### config.mk
export PLATFORM = sky130hd
export DESIGN_NAME = bounded_array_insert_remove
export DESIGN_NICKNAME = d
export VERILOG_FILES = /design/src/rtl/core/bai_pkg.sv /design/src/rtl/core/bai_ctrl.sv /design/src/rtl/core/bai_dpath.sv /design/src/rtl/core/bounded_array_insert_remove.sv
export SDC_FILE = /design/constraint.sdc
export NUM_CORES = 1
export LEC_CHECK = 0
export BUFFER_PORTS_ARGS = -buffer_cell sky130_fd_sc_hd__buf_4
export CAP_MARGIN = 10
export CORE_MARGIN = 5
export CORE_UTILIZATION = 65
export DETAILED_ROUTE_END_ITERATION = 16
export PLACE_DENSITY = 0.92
export SLEW_MARGIN = 20
export SYNTH_ARGS = -nofsm -noshare
export SYNTH_HDL_FRONTEND = slang
export SYNTH_HIERARCHICAL = 1
export SYNTH_SLANG_ARGS = --single-unit
### constraint.sdc
create_clock -name i_clk -period 12.65 [get_ports i_clk]
set_input_delay 1.265 -clock i_clk [delete_from_list [all_inputs] [get_ports i_clk]]
set_output_delay 1.265 -clock i_clk [all_outputs]
set_load 0.02 [all_outputs]
### src/rtl/core/bai_pkg.sv
// bai_pkg: shared types, codes and constants for the bounded array list
// used by bai_ctrl, bai_dpath, bai_checker and bounded_array_insert_remove
// no dependencies
package bai_pkg;

    // default store depth and field widths
    localparam int DEPTH_DEF  = 16;
    localparam int CAP_W      = 5;
    localparam int OP_W       = 2;
    localparam int WORD_W     = 32;
    localparam int POS_W      = 4;
    localparam int COUNT_W    = 5;
    localparam int PADDR_W    = 3;
    localparam int PDATA_W    = 32;

    // operation codes
    localparam logic [OP_W-1:0] OP_APPEND = 2'd0;
    localparam logic [OP_W-1:0] OP_REMOVE = 2'd1;
    localparam logic [OP_W-1:0] OP_INSERT = 2'd2;

    // register index (paddr word select bit)
    localparam logic REG_CAPACITY = 1'b0;

    localparam logic [CAP_W-1:0]  CAP_RESET = 5'd16;
    localparam logic [WORD_W-1:0] MOST_NEG  = 32'h8000_0000;

    // controller states
    typedef enum logic [2:0] {
        S_IDLE,
        S_DECODE,
        S_RDATA,
        S_SH_RD,
        S_SH_WR,
        S_INS_WR,
        S_DONE
    } t_state;

    // controller to datapath
    typedef struct packed {
        logic latch_in;
        logic app_wr;
        logic rem_rd;
        logic rem_done;
        logic refuse;
        logic ins_start;
        logic sh_rd;
        logic sh_wr;
        logic ins_wr;
        logic out_load;
    } t_cmd;

    // datapath to controller
    typedef struct packed {
        logic [OP_W-1:0] op;
        logic            app_ok;
        logic            rem_ok;
        logic            ins_ok;
        logic            shift_last;
        logic            out_free;
    } t_stat;

endpackage

### src/rtl/core/bai_ctrl.sv
// bai_ctrl: sequencer for append, remove and the insert shift sweep
// depends on bai_pkg (t_state, t_cmd, t_stat, opcodes)
module bai_ctrl
    import bai_pkg::*;
(
    input  logic  i_clk,
    input  logic  i_rst_n,
    input  logic  i_in_valid,
    output logic  o_in_ready,
    input  t_stat i_stat,
    output t_cmd  o_cmd
);

    t_state r_state;
    t_state n_state;

    // state register
    always_ff @(posedge i_clk) begin
        if (!i_rst_n) begin
            r_state <= S_IDLE;
        end else begin
            r_state <= n_state;
        end
    end

    // next state
    always_comb begin
        n_state = r_state;
        case (r_state)
            S_IDLE: begin
                if (i_in_valid) n_state = S_DECODE;
            end
            S_DECODE: begin
                case (i_stat.op)
                    OP_APPEND: n_state = S_DONE;
                    OP_REMOVE: n_state = i_stat.rem_ok ? S_RDATA : S_DONE;
                    OP_INSERT: n_state = i_stat.ins_ok ? S_SH_RD : S_DONE;
                    default:   n_state = S_DONE;
                endcase
            end
            S_RDATA:  n_state = S_DONE;
            S_SH_RD:  n_state = S_SH_WR;
            S_SH_WR: begin
                n_state = i_stat.shift_last ? S_INS_WR : S_SH_RD;
            end
            S_INS_WR: n_state = S_DONE;
            S_DONE: begin
                if (i_stat.out_free) n_state = S_IDLE;
            end
            default:  n_state = S_IDLE;
        endcase
    end

    // command outputs
    always_comb begin
        o_cmd      = '0;
        o_in_ready = 1'b0;
        case (r_state)
            S_IDLE: begin
                o_in_ready   = 1'b1;
                o_cmd.latch_in = i_in_valid;
            end
            S_DECODE: begin
                case (i_stat.op)
                    OP_APPEND: begin
                        o_cmd.app_wr = i_stat.app_ok;
                        o_cmd.refuse = !i_stat.app_ok;
                    end
                    OP_REMOVE: begin
                        o_cmd.rem_rd = i_stat.rem_ok;
                        o_cmd.refuse = !i_stat.rem_ok;
                    end
                    OP_INSERT: begin
                        o_cmd.ins_start = i_stat.ins_ok;
                        o_cmd.refuse    = !i_stat.ins_ok;
                    end
                    default:   o_cmd.refuse = 1'b1;
                endcase
            end
            S_RDATA:  o_cmd.rem_done = 1'b1;
            S_SH_RD:  o_cmd.sh_rd    = 1'b1;
            S_SH_WR:  o_cmd.sh_wr    = 1'b1;
            S_INS_WR: o_cmd.ins_wr   = 1'b1;
            S_DONE:   o_cmd.out_load = i_stat.out_free;
            default:  o_cmd = '0;
        endcase
    end

endmodule

### src/rtl/core/bai_dpath.sv
// bai_dpath: entry memory, count, shift pointer and result registers
// depends on bai_pkg (t_cmd, t_stat, widths, opcodes)
module bai_dpath
    import bai_pkg::*;
#(
    parameter int DEPTH = DEPTH_DEF
)
(
    input  logic                     i_clk,
    input  logic                     i_rst_n,
    input  t_cmd                     i_cmd,
    output t_stat                    o_stat,
    input  logic [CAP_W-1:0]         i_capacity,
    input  logic [OP_W-1:0]          i_opcode,
    input  logic signed [WORD_W-1:0] i_value,
    input  logic [POS_W-1:0]         i_position,
    output logic                     o_out_valid,
    input  logic                     i_out_ready,
    output logic                     o_accepted,
    output logic signed [WORD_W-1:0] o_removed_value,
    output logic [COUNT_W-1:0]       o_count,
    output logic                     o_full_res,
    output logic                     o_empty_res
);

    localparam int ADDR_W = (DEPTH > 1) ? $clog2(DEPTH) : 1;
    localparam int CNT_W  = $clog2(DEPTH + 1);
    localparam int CMP_W  = (CNT_W > CAP_W) ? CNT_W : CAP_W;
    localparam int PW     = (ADDR_W > POS_W) ? ADDR_W : POS_W;

    // latched input word
    logic [OP_W-1:0]   r_op;
    logic [WORD_W-1:0] r_value;
    logic [POS_W-1:0]  r_pos;

    logic [CNT_W-1:0]  r_occ;
    logic [ADDR_W-1:0] r_ptr;
    logic [WORD_W-1:0] r_mem [DEPTH];
    logic [WORD_W-1:0] r_rdata;

    logic              r_pend_acc;
    logic [WORD_W-1:0] r_pend_rem;

    logic               r_out_valid;
    logic               r_out_acc;
    logic [WORD_W-1:0]  r_out_rem;
    logic [COUNT_W-1:0] r_out_cnt;
    logic               r_out_full;
    logic               r_out_empty;

    logic [CNT_W-1:0]  occ_m1;
    logic [ADDR_W-1:0] occ_a;
    logic [ADDR_W-1:0] ptr_m1;
    logic [PW-1:0]     pos_w;
    logic [ADDR_W-1:0] pos_a;
    logic [CMP_W-1:0]  occ_c;
    logic [CMP_W-1:0]  cap_c;
    logic [CMP_W-1:0]  pos_c;
    logic              full;

    logic              mem_we;
    logic              mem_re;
    logic [ADDR_W-1:0] mem_waddr;
    logic [ADDR_W-1:0] mem_raddr;
    logic [WORD_W-1:0] mem_wdata;

    // address and compare helpers
    assign occ_m1 = r_occ - CNT_W'(1);
    assign occ_a  = r_occ[ADDR_W-1:0];
    assign ptr_m1 = r_ptr - ADDR_W'(1);
    assign pos_w  = PW'(r_pos);
    assign pos_a  = pos_w[ADDR_W-1:0];
    assign occ_c  = CMP_W'(r_occ);
    assign cap_c  = CMP_W'(i_capacity);
    assign pos_c  = CMP_W'(r_pos);

    // full when count reaches capacity or the store depth
    assign full = (occ_c >= cap_c) || (r_occ == CNT_W'(DEPTH));

    // status to the controller
    always_comb begin
        o_stat.op         = r_op;
        o_stat.app_ok     = !full;
        o_stat.rem_ok     = (r_occ != '0);
        o_stat.ins_ok     = !full && (pos_c < occ_c);
        o_stat.shift_last = (ptr_m1 == pos_a);
        o_stat.out_free   = !r_out_valid || i_out_ready;
    end

    // memory port select
    always_comb begin
        mem_we    = i_cmd.app_wr || i_cmd.sh_wr || i_cmd.ins_wr;
        mem_re    = i_cmd.rem_rd || i_cmd.sh_rd;
        mem_waddr = i_cmd.app_wr ? occ_a : (i_cmd.sh_wr ? r_ptr : pos_a);
        mem_wdata = i_cmd.sh_wr ? r_rdata : r_value;
        mem_raddr = i_cmd.rem_rd ? occ_m1[ADDR_W-1:0] : ptr_m1;
    end

    // entry memory, one write and one registered read
    always_ff @(posedge i_clk) begin
        if (mem_we) begin
            r_mem[mem_waddr] <= mem_wdata;
        end
        if (mem_re) begin
            r_rdata <= r_mem[mem_raddr];
        end
    end

    // input word capture and shift pointer
    always_ff @(posedge i_clk) begin
        if (i_cmd.latch_in) begin
            r_op    <= i_opcode;
            r_value <= i_value;
            r_pos   <= i_position;
        end
        if (i_cmd.ins_start) begin
            r_ptr <= occ_a;
        end else if (i_cmd.sh_wr) begin
            r_ptr <= ptr_m1;
        end
    end

    // occupied count
    always_ff @(posedge i_clk) begin
        if (!i_rst_n) begin
            r_occ <= '0;
        end else if (i_cmd.app_wr || i_cmd.ins_wr) begin
            r_occ <= r_occ + CNT_W'(1);
        end else if (i_cmd.rem_rd) begin
            r_occ <= occ_m1;
        end
    end

    // pending result
    always_ff @(posedge i_clk) begin
        if (i_cmd.app_wr || i_cmd.ins_wr) begin
            r_pend_acc <= 1'b1;
            r_pend_rem <= '0;
        end else if (i_cmd.rem_done) begin
            r_pend_acc <= 1'b1;
            r_pend_rem <= r_rdata;
        end else if (i_cmd.refuse) begin
            r_pend_acc <= 1'b0;
            r_pend_rem <= (r_op == OP_REMOVE) ? MOST_NEG : '0;
        end
    end

    // output register
    always_ff @(posedge i_clk) begin
        if (!i_rst_n) begin
            r_out_valid <= 1'b0;
        end else if (i_cmd.out_load) begin
            r_out_valid <= 1'b1;
        end else if (i_out_ready) begin
            r_out_valid <= 1'b0;
        end
    end

    always_ff @(posedge i_clk) begin
        if (i_cmd.out_load) begin
            r_out_acc   <= r_pend_acc;
            r_out_rem   <= r_pend_rem;
            r_out_cnt   <= COUNT_W'(r_occ);
            r_out_full  <= full;
            r_out_empty <= (r_occ == '0);
        end
    end

    assign o_out_valid     = r_out_valid;
    assign o_accepted      = r_out_acc;
    assign o_removed_value = r_out_rem;
    assign o_count         = r_out_cnt;
    assign o_full_res      = r_out_full;
    assign o_empty_res     = r_out_empty;

endmodule

### src/rtl/core/bounded_array_insert_remove.sv
// bounded_array_insert_remove: top level, apb capacity register and core wiring
// depends on bai_pkg, bai_ctrl, bai_dpath
//
// usage
//   input channel: i_in_valid / o_in_ready with i_opcode, i_value, i_position
//   (append, remove last, insert at position). output channel: o_out_valid /
//   i_out_ready with o_accepted, o_removed_value, o_count, o_full_res,
//   o_empty_res. every input word yields exactly one result word.
//   capacity sits at byte address 0 of the apb port; write it only while idle.
// sequencing
//   one word is in work at a time: a new word is taken only after the result
//   of the last one is loaded into the output register. a remove reads the
//   last entry through the registered read port of the entry memory. an insert
//   runs a shift sweep from the top of the list down to the position: each
//   moved entry is read, then written back one place higher, and the new value
//   is then written at the position.
// reset
//   synchronous active-low reset empties the list and sets capacity to 16.
//   memory contents are not cleared; only entries below the count are read.
// stall
//   the result sits in an output register; the next word is accepted while it
//   waits, and its own result holds in the core until that register frees up.
module bounded_array_insert_remove
    import bai_pkg::*;
#(
    parameter int DEPTH = DEPTH_DEF
)
(
    input  logic                     i_clk,
    input  logic                     i_rst_n,
    input  logic                     i_in_valid,
    output logic                     o_in_ready,
    input  logic [OP_W-1:0]          i_opcode,
    input  logic signed [WORD_W-1:0] i_value,
    input  logic [POS_W-1:0]         i_position,
    output logic                     o_out_valid,
    input  logic                     i_out_ready,
    output logic                     o_accepted,
    output logic signed [WORD_W-1:0] o_removed_value,
    output logic [COUNT_W-1:0]       o_count,
    output logic                     o_full_res,
    output logic                     o_empty_res,
    input  logic                     psel,
    input  logic                     penable,
    input  logic                     pwrite,
    input  logic [PADDR_W-1:0]       paddr,
    input  logic [PDATA_W-1:0]       pwdata,
    output logic [PDATA_W-1:0]       prdata,
    output logic                     pready
);

    logic [CAP_W-1:0] r_cap;
    logic             cfg_wr;
    t_cmd             cmd;
    t_stat            stat;

    // apb capacity register
    assign pready = 1'b1;
    assign cfg_wr = psel && penable && pwrite && pready;

    always_ff @(posedge i_clk) begin
        if (!i_rst_n) begin
            r_cap <= CAP_RESET;
        end else if (cfg_wr && (paddr[2] == REG_CAPACITY)) begin
            r_cap <= pwdata[CAP_W-1:0];
        end
    end

    assign prdata = (paddr[2] == REG_CAPACITY) ? PDATA_W'(r_cap) : '0;

    // sequencer
    bai_ctrl u_ctrl (
        .i_clk      (i_clk),
        .i_rst_n    (i_rst_n),
        .i_in_valid (i_in_valid),
        .o_in_ready (o_in_ready),
        .i_stat     (stat),
        .o_cmd      (cmd)
    );

    // datapath
    bai_dpath #(
        .DEPTH (DEPTH)
    ) u_dpath (
        .i_clk           (i_clk),
        .i_rst_n         (i_rst_n),
        .i_cmd           (cmd),
        .o_stat          (stat),
        .i_capacity      (r_cap),
        .i_opcode        (i_opcode),
        .i_value         (i_value),
        .i_position      (i_position),
        .o_out_valid     (o_out_valid),
        .i_out_ready     (i_out_ready),
        .o_accepted      (o_accepted),
        .o_removed_value (o_removed_value),
        .o_count         (o_count),
        .o_full_res      (o_full_res),
        .o_empty_res     (o_empty_res)
    );

endmodule

Word level (Yosys, flattened, before mapping)
Memory sizes are Yosys's and may differ from the RTL's. A register that Yosys moved wholly into a read port is not among the register bits.
Index checks and enable logic that the tools add are counted.
{"block": "word_totals", "ram_bits": 512, "mem_count": 1, "latchBits": 0, "wordCells": 95, "mem_bits_ro": 0, "register_bits": 129, "input_bits": 80, "out_inout_bits": 75}
{"name": "u_dpath.r_mem", "depth": 16, "word_bits": 32, "rd": 1, "rd_ports_with_merged_regs": 1, "wr": 1, "line_no": "bai_dpath.sv:38", "source": "logic [WORD_W-1:0] r_mem [DEPTH];"}
{"block": "classes", "bitwise_logic": 1, "div_mod_pow": 0, "eq_ne": 12, "mux": 36, "n_lt_le_gt_ge": 2, "reduce_logical": 25, "add_sub_neg": 3, "n_mul": 0, "shift": 0}
{"operator": "two-way mux 32 bit", "n": 4}
{"operator": "two-way mux 4 bit", "n": 5}
{"operator": "case mux 3 bit (6 select lines)", "n": 1}
{"operator": "two-way mux 3 bit", "n": 5}
{"operator": "two-way mux 5 bit", "n": 3}
{"operator": "two-way mux 1 bit", "n": 14}
{"operator": "equality test 3 bit (second input constant)", "n": 3}
{"operator": "nonzero test 2 bit", "n": 4}
{"operator": "equality test 3 x 2 -> 1 bit (second input constant)", "n": 2}
{"operator": "logical OR 1 bit", "n": 6}
{"operator": "case mux 3 bit (2 select lines)", "n": 1}
{"operator": "adder 5 x 1 -> 5 bit (second input constant)", "n": 1}
{"operator": "equality test 5 bit (second input constant)", "n": 1}
{"operator": ">= comparator 5 bit", "n": 1}
{"operator": "zero test 5 bit", "n": 1}
{"operator": "less-than comparator 4 x 5 -> 1 bit", "n": 1}
{"operator": "nonzero test 5 bit", "n": 1}
{"operator": "subtractor 5 x 1 -> 5 bit (second input constant)", "n": 1}
{"operator": "equality test 4 bit", "n": 1}
{"operator": "logical AND 1 bit", "n": 4}
{"operator": "zero test 1 bit", "n": 4}
{"operator": "two-way mux 2 bit", "n": 2}
{"operator": "OR reduction 2 bit", "n": 2}
{"operator": "subtractor 4 x 1 -> 4 bit (second input constant)", "n": 1}
{"operator": "other kinds (10)", "n": 10}

Depth between registers and ports, before layout
Gate-level depths: netlist of run 1.
{"block": "depth", "word_depth": 9, "ltp_mapped": 15, "ltp_nobuf": 14}

Modules after synthesis
The synthesis of run 1 kept the hierarchy.
{"module": "bai_dpath", "seq_area_each_um2": 19578.8, "area_each_um2": 25450.7, "cells_each": 1216, "n_inst": 1}
{"module": "bounded_array_insert_remove", "seq_area_each_um2": 100.1, "area_each_um2": 479.2, "cells_each": 58, "n_inst": 1}
{"module": "bai_ctrl", "seq_area_each_um2": 60.1, "area_each_um2": 364.1, "cells_each": 44, "n_inst": 1}

Least setup slack after synthesis of run 1
OpenSTA, ideal clock, no wires.
{"block": "synth_path", "path_kind": "input to register", "start": "input port i_out_ready", "end": "register u_dpath.r_out_acc, in the netlist u_dpath/o_accepted, enable pin", "arrival_time_ps": 4470, "required_ps": 12152, "n_path_buf": 0, "path_slack_ps": 7682, "setup_ps": 498, "cell_stages": 3, "cell_sequence": "nand2b_1 nand2_1 nor3b_1"}
{"element": "from (decl)", "line_no": "bounded_array_insert_remove.sv:37", "source": "input logic i_out_ready,"}
{"element": "to (signal assigned)", "line_no": "bai_dpath.sv:161", "source": "r_out_acc <= r_pend_acc;"}
{"element": "to (decl)", "line_no": "bai_dpath.sv:45", "source": "logic r_out_acc;"}

==> results of run 1 <==
==> worst paths after layout <==
path / cells past startpoint / end
worst max-delay path: 10 / u_dpath/r_rdata[13]
worst max register to register: 10 / u_dpath/r_rdata[13]
worst min register to register: 0 / u_dpath/o_removed_value[6]
worst min-delay path: 0 / u_dpath/o_removed_value[6]
==> cell families after synthesis <==
kind of cell	share of synthesized area, %
buf+inv	2.35
mux	16.5
xor+xnor	0.333
simple gates	3.35
other cells	0.0286
fa+ha+maj	0.714
flops	75.1
compound gates	1.64
==> power groups by stage <==
stage	sequential (uW)	clock [uW]	combinational (uW)
after global placement	3030	0	1570
after CTS	3020	1960	1760
after floorplan	3020	0	1240
after global routing	3040	2050	1870
final	3030	1940	1780
after detailed placement	3050	0	1680
==> critical path, cell delays in order, from the launching register on <==
cell	delay, ps
dfxtp_1	620
inv_1	200
ha_1	290
nand3_1	170
and3_1	680
mux2i_4	370
buf_4	700
buf_4	860
mux4_2	620
mux2i_1	240
mux2i_1	140
==> routing by layer <==
layer | vias to the layer above | global-route usage, %
met5 | - | 0
met4 | 0 | 11.6
met3 | 246 | 6.56
met2 | 1241 | 50.9
met1 | 7151 | 38.3
li1 | 5457 | -
==> registers in the layout, summed over array words and instances, names as in the netlist, 2 cells and up <==
name                     count
u_dpath/r_mem              512
u_dpath/o_removed_value     32
u_dpath/r_pend_rem          32
u_dpath/r_rdata             32
u_dpath/r_value             32
r_cap                        5
u_dpath/o_count              5
u_dpath/occ_c                5
u_dpath/pos_a                4
u_dpath/r_ptr                4
u_ctrl/r_state               3
u_dpath/r_op                 2
==> synthesized netlist by cell type, types with 4 or more instances <==
library cell	instances	share of area, %
xnor2_1	9	0.30
and2b_2	5	0.17
and2_1	4	0.095
ha_1	15	0.71
buf_2	17	0.32
inv_1	21	0.30
nand2_1	27	0.39
nor2_1	53	0.76
mux2_2	29	1.2
o21a_1	4	0.11
nor3b_1	34	0.97
buf_4	38	1.1
nand2b_1	5	0.12
a21o_1	5	0.14
clkbuf_1	31	0.44
buf_1	6	0.086
o21ai_1	7	0.13
dfxtp_1	47	3.6
mux2i_1	110	4.2
mux4_2	128	11
edfxtp_1	626	71
nor2b_1	6	0.14
and3_1	5	0.12
a21oi_1	41	0.78
==> stage by stage <==
step | worst slack, ps | total power [uW]
after floorplan | 7680 | 4260
after global placement | 7700 | 4600
final | 7370 | 6750
after detailed placement | 7560 | 4740
after global routing | 7000 | 6970
after CTS | 7370 | 6740
==> cell type report <==
type / count / area (um2)
inverter: 21 / 78.8
fill: 1920 / 10200
timing repair buffer: 128 / 961
sequential: 673 / 19700
tap: 525 / 657
clock inverter: 39 / 473
clock buffer: 74 / 1620
multi-input combinational: 555 / 6220
==> run metrics, run 1 <==
Yosys warnings=6; crit path DAT=between 5000 and 6000 ps; H-Tree Depth=2; relative slew slack=between 30% and 40%; Final Max Slew Viols=0; Highest Clock Rate=roughly 190 MHz; die height=211 um; RR Startpoint=u_dpath/occ_c[0]; cts bufs inserted=between 60 and 70; Placer Congestion=a little under 0.8; post-synthesis cell area=~0.026 mm2; row count=73; number of global-route vias before repair=roughly 14000; largest net degree at the start of global routing=67; Max Cap Viol=0; count of state elements after synthesis=673; io pins=155; Post-DP Area=about 0.028 mm2; Worst Hold Class=flip-flop to flip-flop; postcts setup bufs=0; nets=around 1500; Post-synth ARST share=0%; Synth Flop Type=edfxtp_1; Setup CP Type=flip-flop to flip-flop; NetSw=between 2000 and 2500 uW; Die Wd=~210 um; status=finished, final reports clean; internal power=around 4700 uW; Root Driver=clkbuf_16; setup TNS=0 ps; Distinct cells, synth=54; met3 WL=~7600 um; Startpoint Class=flip-flop; clk_lat worst skew=approximately 630 ps; Critical Path End Type=flip-flop; initial core utilization=about two thirds; DRC violations left=0; mean area per synthesized cell=~20 um2; DR vias=between 10000 and 15000; DRT Wirelength=about 66000 um; pwr/cell area=around 230 mW/mm2; CTS max path bufs=3; Post-Syn Instances=between 1000 and 1500; initial detailed-routing violation count=around 2100; initial antenna violation count=0; final worst path period share=41.8%; post-CTS sizing=0; Reg2Reg Setup Slack=about 7400 ps; Inserted Diodes=0; TritonCTS clock tree=yes; Hold WS=426 ps; fin crit period=about 5300 ps; clock sinks=roughly 670; worst setup path startpoint=u_dpath/occ_c[0]; WL/cell=between 30 and 40 um; hold path start=u_dpath/r_pend_rem[6]; port buffer count=slightly below 100; DR top layer=met4; Congestion Overflow GR=0; Final Hold Fails=0; WL met1=about 22000 um; EDFF count, synth=approximately 630; Pleak=between 0.01 and 0.015 uW; Final setup viols=0; commonest non-fill, non-tap cells in the layout=626 x edfxtp_1, 128 x buf_4, 128 x mux4_2, 107 x mux2i_1, 61 x clkbuf_16; post-layout instance area=0.0297 mm2; core box area=approximately 0.04 mm2; GRT Util Overall=between 20 and 30%; Worst Tran Pin Value=between 1000 and 1500 ps; Util after Layout=between 70% and 80%; crit path max fanout=48; Worst Skew=roughly 30 ps; Synth-to-Final Area Change=13.1%; layout cell share with drive strength beyond 1=~28%; sequential share of power=44.9%; Die ar.=approximately 0.045 mm2; unrepaired setup endpoints after global routing=no; Vias/cell=7.00; remaining antenna violation count=0; Comb pwr share=26.3%; worst vdd ir=between 0.1 and 0.15 mV; CP required=roughly 13000 ps; Seq/Total Area, Yosys=between 70% and 80%; DP Wirelength=around 32000 um; first-pass GRT wire length=96200 um; clock share of power=between 20% and 30%; WL met2=around 34000 um; hold_buf cts=0; clock-pin slew on the worst setup and hold paths=around 70 ps; First-pass DRT Iterations=7; Layout Cells excl Fill=approximately 2000; Sw Ratio=a little under a third; commonest non-fill, non-tap cell in the layout=edfxtp_1; Cells after DPL=1902
(Power assumes the default switching activity.)
==> run 2, diff against run 1 <==
--- a/config.mk
+++ b/config.mk
@@ -8,9 +8,9 @@
 export BUFFER_PORTS_ARGS = -buffer_cell sky130_fd_sc_hd__buf_4
 export CAP_MARGIN = 10
 export CORE_MARGIN = 5
-export CORE_UTILIZATION = 65
+export CORE_UTILIZATION = 60
 export DETAILED_ROUTE_END_ITERATION = 16
-export PLACE_DENSITY = 0.92
+export PLACE_DENSITY = 0.87
 export SLEW_MARGIN = 20
 export SYNTH_ARGS = -nofsm -noshare
 export SYNTH_HDL_FRONTEND = slang
==> constraint.sdc (replaced) <==
create_clock -name i_clk -period 5.1 [get_ports i_clk]
set_input_delay 0.51 -clock i_clk [delete_from_list [all_inputs] [get_ports i_clk]]
set_output_delay 0.51 -clock i_clk [all_outputs]
set_load 0.02 [all_outputs]
==> run 2 against run 1 <==
- total power increased by 150%
- count of clock-buffer cells in the layout increased by 8
- sequential share of layout area decreased by 0.63 points
- first-iteration DRC count decreased by 24%
- routed wire length decreased by 9.3%
- register-to-register slack got worse by 6600 ps
- highest routed layer unchanged
- clock skew decreased by 6.4 ps
- hold slack got worse by 330 ps
- clock power increased to 2.5 times the previous value
- fmax increased by 21%
==> run metrics, run 2 (synthesis results as in run 1) <==
Tot Pwr=16700 uW (was 6750 uW); NetSw=4820 uW (was 2040 uW); Worst Skew=23.5 ps (was 29.9 ps); Comb pwr share=25.8% (was 26.3%); number of global-route vias before repair=13955 (was 14398); Final Hold Fails=0 (unchanged); First-pass DRT Iterations=5 (was 7); initial core utilization=60.9% (was 65.9%); Largest register FFs=512 (unchanged); Worst Hold Class=input pin to flip-flop (was flip-flop to flip-flop); H-Tree Depth=3 (was 2); layout cell share with drive strength beyond 1=27.7% (was 28.3%); multi-input logic area=0.00622 mm2 (about the same); WL/cell=28.9 um (was 32.9 um); Die ar.=0.0481 mm2 (was 0.0446 mm2); crit path max fanout=19 (was 48); Pleak=0.0101 uW (about the same); Placer Congestion=0.794 (was 0.786); initial detailed-routing violation count=1609 (was 2124); relative slew slack=34.8% (was 32.2%); unrepaired setup endpoints after global routing=no (unchanged); Die Wd=219 um (was 211 um); Inserted Diodes=0 (unchanged); Vias/cell=6.47 (was 7.00); Biggest register=u_dpath/r_mem (unchanged); Highest Clock Rate=228 MHz (was 189 MHz); DRC violations left=0 (unchanged); CP required=5370 ps (was 12970 ps); initial antenna violation count=1 (was 0); worst vdd ir=0.389 mV (was 0.150 mV); internal power=11800 uW (was 4710 uW); io pins=155 (unchanged); CP max stage delay=680 ps (was 860 ps); first-pass GRT wire length=89200 um (was 96200 um); clock share of power=29.3% (was 28.8%); clock sinks=673 (unchanged); GRT Util Overall=25.5% (was 29.9%); CTS max path bufs=3 (unchanged); Layout fillers=2475 (was 1920); clk_lat worst skew=590 ps (was 630 ps); remaining antenna violation count=0 (unchanged); port buffer count=97 (unchanged); setup TNS=0 ps (unchanged); status=finished, final reports clean (unchanged); Root Driver=clkbuf_16 (unchanged); clock-pin slew on the worst setup and hold paths=60 ps (was 70 ps); postcts setup bufs=0 (unchanged); post-CTS sizing=0 (unchanged); Congestion Overflow GR=0 (unchanged); Slowest-stage cell, CP=nor2_4 (was buf_4); DRT Wirelength=60200 um (was 66400 um); nets=1543 (was 1535); DR vias=13474 (was 14095); Max Cap Viol=0 (unchanged); TritonCTS clock tree=yes (unchanged); Critical Path End Type=flip-flop (unchanged); Final Max Slew Viols=0 (unchanged); commonest non-fill, non-tap cells in the layout=626 x edfxtp_1, 128 x mux4_2, 122 x buf_4, 107 x mux2i_1, 71 x clkbuf_16 (was 626 x edfxtp_1, 128 x buf_4, 128 x mux4_2, 107 x mux2i_1, 61 x clkbuf_16); row count=76 (was 73); sequential share of power=44.9% (about the same); core box area=0.0432 mm2 (was 0.0399 mm2); fin crit period=4380 ps (was 5280 ps); Sequential cell area=0.0197 mm2 (unchanged); die height=219 um (was 211 um); Sw Ratio=29.0% (was 30.2%); cts bufs inserted=66 (was 61); Synth-to-Final Area Change=14.2% (was 13.1%); Setup CP Type=flip-flop to flip-flop (unchanged); DP Wirelength=29900 um (was 31700 um); largest net degree at the start of global routing=69 (was 67); crit path cell chain=inv_1, ha_1, nand2b_1, a21o_1, a21oi_1, nor2b_1, a21oi_1, and3_1, nor2_1, a21oi_1, nand2b_1, nor2_4, buf_12 (was inv_1, ha_1, nand3_1, and3_1, mux2i_4, buf_4, buf_4, mux4_2, mux2i_1, mux2i_1); crit path DAT=4640 ps (was 5600 ps); most frequent CP cell=a21oi_1; pwr/cell area=555 mW/mm2 (was 227 mW/mm2); commonest non-fill, non-tap cell in the layout=edfxtp_1 (unchanged); Startpoint Class=flip-flop (unchanged); Worst Tran Pin Value=974 ps (was 1020 ps); final worst path period share=85.9% (was 41.8%); Hold WS=98.7 ps (was 426 ps); Final setup viols=0 (unchanged); hold_buf cts=0 (unchanged)
-- run 2: cell type report --
class	count	area share [%]
Sequential cell	673	65.7
Multi-Input combinational cell	555	20.7
Clock buffer	82	6.09
Timing Repair Buffer	131	3.65
Tap cell	585	2.44
Clock inverter	35	1.12
Inverter	21	0.262
-- run 2: layer usage --
layer | track usage [%] | share of wire (%)
met1 | 33.3 | 36
met5 | 0 | 0
met3 | 5.48 | 10
met2 | 43.0 | 50
met4 | 9.32 | 3.4
-- run 2: path summary, 6_finish.rpt --
path | to | from | cells after the start | slack [ps]
setup / recovery | u_dpath/r_mem[2][20] | u_dpath/occ_c[0] | 13 | 720
hold / removal | u_dpath/r_value[3] | i_value[3] | 1 | 100
setup reg to reg | u_dpath/r_mem[2][20] | u_dpath/occ_c[0] | 13 | 720
hold reg to reg | u_dpath/o_removed_value[8] | u_dpath/r_pend_rem[8] | 0 | 420
-- run 2: worst max-delay path: cells and delay by family, from the launching register on --
kind	cells	cell delay, ps
adders and majority gates	1	310
and+or+nand+nor	6	1850
AOI/OAI and AO/OA	4	830
DFF	1	580
buffers and inverters	2	460
-- run 2: stage by stage --
stage	cell area, um2	utilization [%]	setup WS [ps]	instances
2_1_floorplan	26400	-	887	1344
3_3_place_gp	27900	64.5	1020	1965
3_5_place_dp	27900	64.5	907	1965
4_1_cts	30000	69.6	844	2082
5_1_grt	30000	69.6	518	2082
6_report	30000	69.6	721	2082
-- run 2: power groups by stage --
stage          registers, uW  logic (uW)  clock network, uW
2_1_floorplan           7480        3080                  0
3_3_place_gp            7530        3970                  0
3_5_place_dp            7570        4170                  0
4_1_cts                 7470        4310               4930
5_1_grt                 7510        4610               5190
6_report                7480        4300               4880
